## src/rtl/swm_pkg.sv

```systemverilog
// ----------------------------------------------------------------------------
// Sliding window maximum: shared definitions
// Default sizes, register layout and the control word sent to every cell.
// ----------------------------------------------------------------------------
package swm_pkg;

  localparam int SAMPLE_WIDTH_DEF = 32;
  localparam int MAX_WINDOW_DEF   = 64;

  localparam int CFG_WIDTH = 7;
  localparam logic [CFG_WIDTH-1:0] WINDOW_RESET = 7'd3;

  // Control word broadcast along the cell chain
  typedef struct packed {
    logic step;   // take in a new item
    logic purge;  // shift only: drop the front candidate, no new item
    logic shift;  // front candidate leaves; every cell takes from its upper neighbor
    logic first;  // new sequence: discard every candidate
  } ctrl_t;

endpackage

```

## src/rtl/swm_cell.sv

```systemverilog
// ----------------------------------------------------------------------------
// Sliding window maximum: candidate cell
// Holds one candidate (value and age) of the monotonic list and hands it
// down to its lower neighbor when the front of the list moves.
// ----------------------------------------------------------------------------
module swm_cell
  import swm_pkg::*;
#(
  parameter int SAMPLE_WIDTH = SAMPLE_WIDTH_DEF,
  parameter int AGE_W        = 7
) (
  input  logic                           clk,
  input  logic                           rst,
  input  ctrl_t                          ctrl,
  input  logic signed [SAMPLE_WIDTH-1:0] sample,
  input  logic        [AGE_W-1:0]        window,
  input  logic                           head,
  input  logic                           left_keep,
  input  logic                           up_valid,
  input  logic signed [SAMPLE_WIDTH-1:0] up_value,
  input  logic        [AGE_W-1:0]        up_age,
  input  logic                           up_keep,
  output logic                           valid,
  output logic signed [SAMPLE_WIDTH-1:0] value,
  output logic        [AGE_W-1:0]        age,
  output logic                           keep
);

  logic                           src_keep;
  logic signed [SAMPLE_WIDTH-1:0] src_value;
  logic        [AGE_W-1:0]        src_age;
  logic                           prev_ok;
  logic        [AGE_W-1:0]        age_inc;

  // Survive this item: still inside the window and larger than the new sample
  assign age_inc = age + AGE_W'(1);
  assign keep    = valid && !ctrl.first && (value > sample) && (age_inc < window);

  assign src_keep  = ctrl.shift ? up_keep  : keep;
  assign src_value = ctrl.shift ? up_value : value;
  assign src_age   = ctrl.shift ? up_age   : age;
  // The new sample lands right behind the last surviving candidate
  assign prev_ok   = head | (ctrl.shift ? keep : left_keep);

  always_ff @(posedge clk) begin
    if (rst) begin
      valid <= 1'b0;
    end else if (ctrl.step) begin
      if (src_keep) begin
        valid <= 1'b1;
        value <= src_value;
        age   <= src_age + AGE_W'(1);
      end else if (prev_ok) begin
        valid <= 1'b1;
        value <= sample;
        age   <= '0;
      end else begin
        valid <= 1'b0;
      end
    end else if (ctrl.purge) begin
      valid <= up_valid;
      value <= up_value;
      age   <= up_age;
    end
  end

endmodule

```

## config.mk

```make
export PLATFORM = sky130hd
export DESIGN_NAME = swm_cell
export DESIGN_NICKNAME = d
export VERILOG_FILES = /design/src/rtl/swm_pkg.sv /design/src/rtl/swm_cell.sv
export SDC_FILE = /design/constraint.sdc
export NUM_CORES = 1
export LEC_CHECK = 0
export BUFFER_PORTS_ARGS = -buffer_cell sky130_fd_sc_hd__buf_2
export CAP_MARGIN = 5
export CELL_PAD_IN_SITES_DETAIL_PLACEMENT = 0
export CELL_PAD_IN_SITES_GLOBAL_PLACEMENT = 1
export CORE_ASPECT_RATIO = 0.7
export CORE_UTILIZATION = 36
export DETAILED_ROUTE_END_ITERATION = 10
export HOLD_SLACK_MARGIN = 0.03
export PLACE_DENSITY_LB_ADDON = 0.1
export SLEW_MARGIN = 20
export SYNTH_ARGS = -nofsm -noshare
export SYNTH_HDL_FRONTEND = slang
export SYNTH_SLANG_ARGS = --single-unit
```

## constraint.sdc

```tcl
create_clock -name clk -period 11.4 [get_ports clk]
set_clock_uncertainty 0.05 [all_clocks]
set_input_delay 2.28 -clock clk [delete_from_list [all_inputs] [get_ports clk]]
set_output_delay 2.28 -clock clk [all_outputs]
set_load 0.02 [all_outputs]
```

* Yosys cells after proc, flatten, opt, wreduce, memory -nomap -nowiden
Cells that the tools add are included.
Word-level totals: flip-flop bits (word level) 40, latch bits 0, memory bits (writable) 0, memory bits (read-only) 0, input bits 88, output and inout bits 41, word-level logic and storage cells 34, memories kept 0
Operators by class: add/subtract/negate cells 2, multipliers 0, div/mod/pow operators 0, order comparisons 2, equality and inequality tests 2, shift-type cells 0, muxes and demuxes 16, bitwise gates (word level) 2, reductions and logical operators 7
Operator list (count):
- $mux 32 | 5
- $mux 7 | 5
- $gt 32x32->1 | 1
- $add 7x1->7 const B | 2
- $lt 7x7->1 | 1
- $mux 1 | 6
- $reduce_and 4->1 | 1
- $logic_and 1x1->1 | 3
- $ne 3x1->1 const B | 1
- $ne 3x3->1 const B | 1
- $reduce_and 3->1 | 1
- $reduce_bool 2->1 | 1
- $logic_not 1->1 | 1
- $not 1->1 | 1
- $or 1x1->1 | 1

* Depth between registers and ports, before layout
word-level depth 9, gate-level depth with buffers 14, depth with buffers taken out 11

* Worst setup path before layout
No wires, ideal clock.
path type input to register, start input port sample[30], end register value[0], enable pin, setup time 594 ps, arrival 8905 ps, data required time 10756 ps, slack 1851 ps, stages 9, buffers on the path 0, cells stage by stage inv_1 -> ha_1 -> a21oi_2 -> nand2_1 -> a221o_1 -> or3_4 -> nand3_1 -> a2111oi_2 -> a2111oi_0
Between the ends: longest elaborated chain between the ends 7, elaborated cells on any way between the ends 9, those cells by class 1 x order compare; 2 x eq/ne; 2 x mux; 1 x bitwise; 3 x reduce/logical
Ends and longest elaborated chain:
- start: declaration | line swm_cell.sv:15 | input logic signed [SAMPLE_WIDTH-1:0] sample,
- $gt 32x32->1 (*) | line swm_cell.sv:37 | assign keep = valid && !ctrl.first && (value > sample) && (age_inc < window);
- $logic_and 1x1->1 (*) (2 in series) | line swm_cell.sv:37
- $mux 1 | line swm_cell.sv:43 | assign prev_ok = head | (ctrl.shift ? keep : left_keep);
- $or 1x1->1 | line swm_cell.sv:43
- $ne 3x1->1 (no source line)
- $reduce_and 4->1 (no source line) (*)
- end signal: assignment | line swm_cell.sv:51 | value <= src_value;
- end signal: assignment | line swm_cell.sv:55 | value <= sample;
- end signal: assignment | line swm_cell.sv:62 | value <= up_value;
- end: declaration | line swm_cell.sv:24 | output logic signed [SAMPLE_WIDTH-1:0] value,
Mark *: on every way between the ends. The rest lies on a longest branch, timed or not. A chain may end at the register's enable or synchronous reset.

* Final worst setup path
start input port sample[15], end output port keep
Between the ends: longest elaborated chain between the ends 3
Ends and longest elaborated chain:
- $gt 32x32->1 | line swm_cell.sv:37
- $logic_and 1x1->1 (2 in series) | line swm_cell.sv:37
- end: declaration | line swm_cell.sv:26 | output logic keep
Every way passes these cells.

==> metrics <==
HP Class=reg2reg; Distinct cells, synth=51; final-report setup violation count=0; post_cts resized=0; Placeable Area=about 0.0086 mm^2; final worst-path cycle share=0.580; starting DRC count in detailed routing=about 100; Critical Setup Path Class=in2out; number of buffers inserted by post-CTS setup repair=0; Post-synth EDFFs=39; non-filler instance count after layout=579; portion of the post-synthesis area used by sequential elements=0.366; Die Height=81.5 um; normalized max-slew margin=0.260; static leakage=0.00193 uW; number of buffers inserted during clock tree synthesis=5; PnR worst setup slack=4.79 ns; combined global-route utilization of all metal layers=0.189; clock share of power=0.341; Placement Rows=28; Hold Worst Slack=between 0.4 and 0.5 ns; Power per Cell Area=roughly 110 mW/mm^2; Seq pwr share=0.398; sequential standard cell area=between 0.001 and 0.0015 mm^2; global route total overflow=0; final core utilization=0.476; vias post-DR=~2900; global-route wire length before repair=13400 um; CTS Root Buffer Type=sky130_fd_sc_hd__clkbuf_16; worst vdd rail ir drop=approximately 46 uV; fill cell count=about 890; pin slew with the least headroom to its limit=between 1 and 1.5 ns; DR pass1 iterations=4; Crit path required time=~9 ns; final-stage net count=around 600; vias in the first global route=about 2700; Total Neg Setup Slack=0 ns; summed instance area of the synthesized netlist=0.00325 mm^2; share of Yosys cell area claimed by the top area cell type=0.360; outcome=finished clean; Chip Width=about 120 um; hold-fix buffers at CTS=0; clock tree from TritonCTS=yes; critical path arrival=4.28 ns; largest net degree at the start of global routing=35; internal power=roughly 330 uW; synthesized area per cell=about 9.7 um^2; Placed Cells incl. Taps=571; number of flip-flops and latches in the synthesized netlist=40; Synth async-reset ratio=0; placement-stage worst setup slack=about 4.8 ns; count of unresolved DRC violations after routing=0; flip-flop cell with the highest count after synthesis=sky130_fd_sc_hd__edfxtp_1; count of nets left with antenna violations after detail routing=0; number of sinks handled by clock tree synthesis=40; number of warnings issued by yosys=0; port buffer count=~130; CP Capture Type=output port; kind of launch point of the worst setup path=input port; starting utilization of the core area=0.377; net switching power of the design=roughly 140 uW; max-capacitance violation count=0; insertion delay of the later-clocked pin in the worst-skew pair=about 0.28 ns; count of mapped cells out of synthesis=337; maximum achievable frequency=approximately 150 MHz; post-layout min period=roughly 6.6 ns; Final Max Slew Viols=0; antenna violations before repair=0; Vias/cell=around 5.0; CP Max Fanout=3; final RePlAce weighted congestion=around 0.8; WL/cell=around 15 um; Mapped Nets=approximately 470; die area=~0.0094 mm^2; area of the multi-input gates=between 0.0015 and 0.002 mm^2; total wire length after detailed routing=between 8000 and 9000 um; area added between synthesis and finish=26.2%; hpwl dp=roughly 6600 um; Final Hold Fails=0; top post-synthesis cells by area=sky130_fd_sc_hd__edfxtp_1 36%, sky130_fd_sc_hd__ha_1 15%, sky130_fd_sc_hd__o21ai_2 8.1%; IO Count=129; fraction of final layout cells with drive strength greater than 1=0.388; Longest Clk Path Bufs=2; ANT cells=0; switching portion of total power=0.296; Comb pwr share=0.260; clock-pin slew of the registers on the worst-case setup and hold paths=approximately 0.06 ns; most area-hungry cell type in the Yosys netlist=sky130_fd_sc_hd__edfxtp_1; RSZ-0062 raised after global routing=no; maximum level of the CTS H-tree=2
[placed cells by master, fill, tap and decap left out, types with 2 or more instances in the layout]
cell	synthesis	layout
sky130_fd_sc_hd__a2111oi_2	1	2
sky130_fd_sc_hd__a21oi_1	16	16
sky130_fd_sc_hd__a22oi_1	5	5
sky130_fd_sc_hd__a31oi_1	3	3
sky130_fd_sc_hd__and3_1	2	2
sky130_fd_sc_hd__buf_2	0	128
sky130_fd_sc_hd__clkbuf_16	0	5
sky130_fd_sc_hd__clkinv_1	0	2
sky130_fd_sc_hd__edfxtp_1	39	39
sky130_fd_sc_hd__ha_1	40	40
sky130_fd_sc_hd__inv_1	45	45
sky130_fd_sc_hd__mux2_2	3	3
sky130_fd_sc_hd__nand2_1	23	22
sky130_fd_sc_hd__nand3_1	11	11
sky130_fd_sc_hd__nand4_1	5	5
sky130_fd_sc_hd__nor2_1	6	6
sky130_fd_sc_hd__nor2b_1	3	3
sky130_fd_sc_hd__nor3_1	2	2
sky130_fd_sc_hd__nor4_1	2	2
sky130_fd_sc_hd__o21a_1	2	2
sky130_fd_sc_hd__o21ai_0	43	43
sky130_fd_sc_hd__o21ai_2	30	30
sky130_fd_sc_hd__o22ai_1	6	6
sky130_fd_sc_hd__o2bb2ai_1	2	2
sky130_fd_sc_hd__xnor2_1	5	5
sky130_fd_sc_hd__xor2_1	5	5
[worst max-delay path: stages]
cell and delay, ns:
sky130_fd_sc_hd__buf_2 0.08, sky130_fd_sc_hd__inv_1 0.05, sky130_fd_sc_hd__ha_1 0.31, sky130_fd_sc_hd__nand4_1 0.16
sky130_fd_sc_hd__nor4_1 0.54, sky130_fd_sc_hd__a21boi_0 0.24, sky130_fd_sc_hd__o311ai_1 0.18, sky130_fd_sc_hd__nand3_1 0.17
sky130_fd_sc_hd__nand2_1 0.07, sky130_fd_sc_hd__inv_1 0.06, sky130_fd_sc_hd__buf_2 0.15
[power groups by stage]
stage	combinational, uW	clock (uW)	sequential (uW)
global route	136	169	187
detailed placement	122	0	188
global placement	121	0	188
floorplan	71.3	0	200
CTS	123	163	185
finish	121	159	185
[path summary, 6_finish.rpt]
path | slack, ns | cells past startpoint | start | endpoint
worst max-delay path | 4.79 | 11 | sample[15] | keep
worst min-delay path | 0.47 | 2 | valid | valid
worst max register to register | 6.72 | 11 | age[2] | value[0]
worst min register to register | 0.47 | 2 | valid | valid
[per-layer routing]
layer / share of wire / global-route usage
met1: 0.51 / 0.268
met2: 0.42 / 0.281
met3: 0.060 / 0.0509
met4: 0.012 / 0.0513
met5: 0 / 0
[cells in the mapped netlist, types with 2 or more instances]
cell,n
sky130_fd_sc_hd__nor4_1,2
sky130_fd_sc_hd__o2bb2ai_1,2
sky130_fd_sc_hd__o21ai_2,30
sky130_fd_sc_hd__o21a_1,2
sky130_fd_sc_hd__mux2_2,3
sky130_fd_sc_hd__buf_12,3
sky130_fd_sc_hd__nor2_1,6
sky130_fd_sc_hd__a31oi_1,3
sky130_fd_sc_hd__edfxtp_1,39
sky130_fd_sc_hd__inv_1,45
sky130_fd_sc_hd__nor3_1,2
sky130_fd_sc_hd__and3_1,2
sky130_fd_sc_hd__nand2_1,23
sky130_fd_sc_hd__nor2b_1,3
sky130_fd_sc_hd__ha_1,40
sky130_fd_sc_hd__o21ai_0,43
sky130_fd_sc_hd__xor2_1,5
sky130_fd_sc_hd__xnor2_1,5
sky130_fd_sc_hd__a22oi_1,5
sky130_fd_sc_hd__nand3_1,11
sky130_fd_sc_hd__clkbuf_1,7
sky130_fd_sc_hd__o22ai_1,6
sky130_fd_sc_hd__clkbuf_2,3
sky130_fd_sc_hd__nand4_1,5
sky130_fd_sc_hd__a21oi_1,16
[metrics by stage]
step,total power [uW],instance area [um^2]
2_1_floorplan,271,3250
3_3_place_gp,309,3940
3_5_place_dp,311,3940
4_1_cts,472,4100
5_1_grt,492,4110
6_report,466,4110
[state kept, by name, summed over array words and instances, names as in the netlist]
register	cells
age	7
valid	1
value	32
[layout make-up]
class / instances / area share
clock buffers: 5 / 0.0305
clock inverters: 3 / 0.00914
inverters: 45 / 0.0411
multi-input cells: 237 / 0.435
flip-flops and latches: 40 / 0.290
well taps: 120 / 0.0366
repair buffers: 129 / 0.158
[kinds of logic after synthesis]
group | after synthesis | synth area share
AO/OA/AOI/OAI | 122 | 0.255
XOR/XNOR | 10 | 0.0269
adder cells (fa/ha/maj) | 40 | 0.154
buffers and inverters | 60 | 0.0877
flip-flops | 40 | 0.366
multiplexers | 5 | 0.0181
AND/OR/NAND/NOR | 60 | 0.0927
Note: power is estimated with default switching activity, not from simulation.
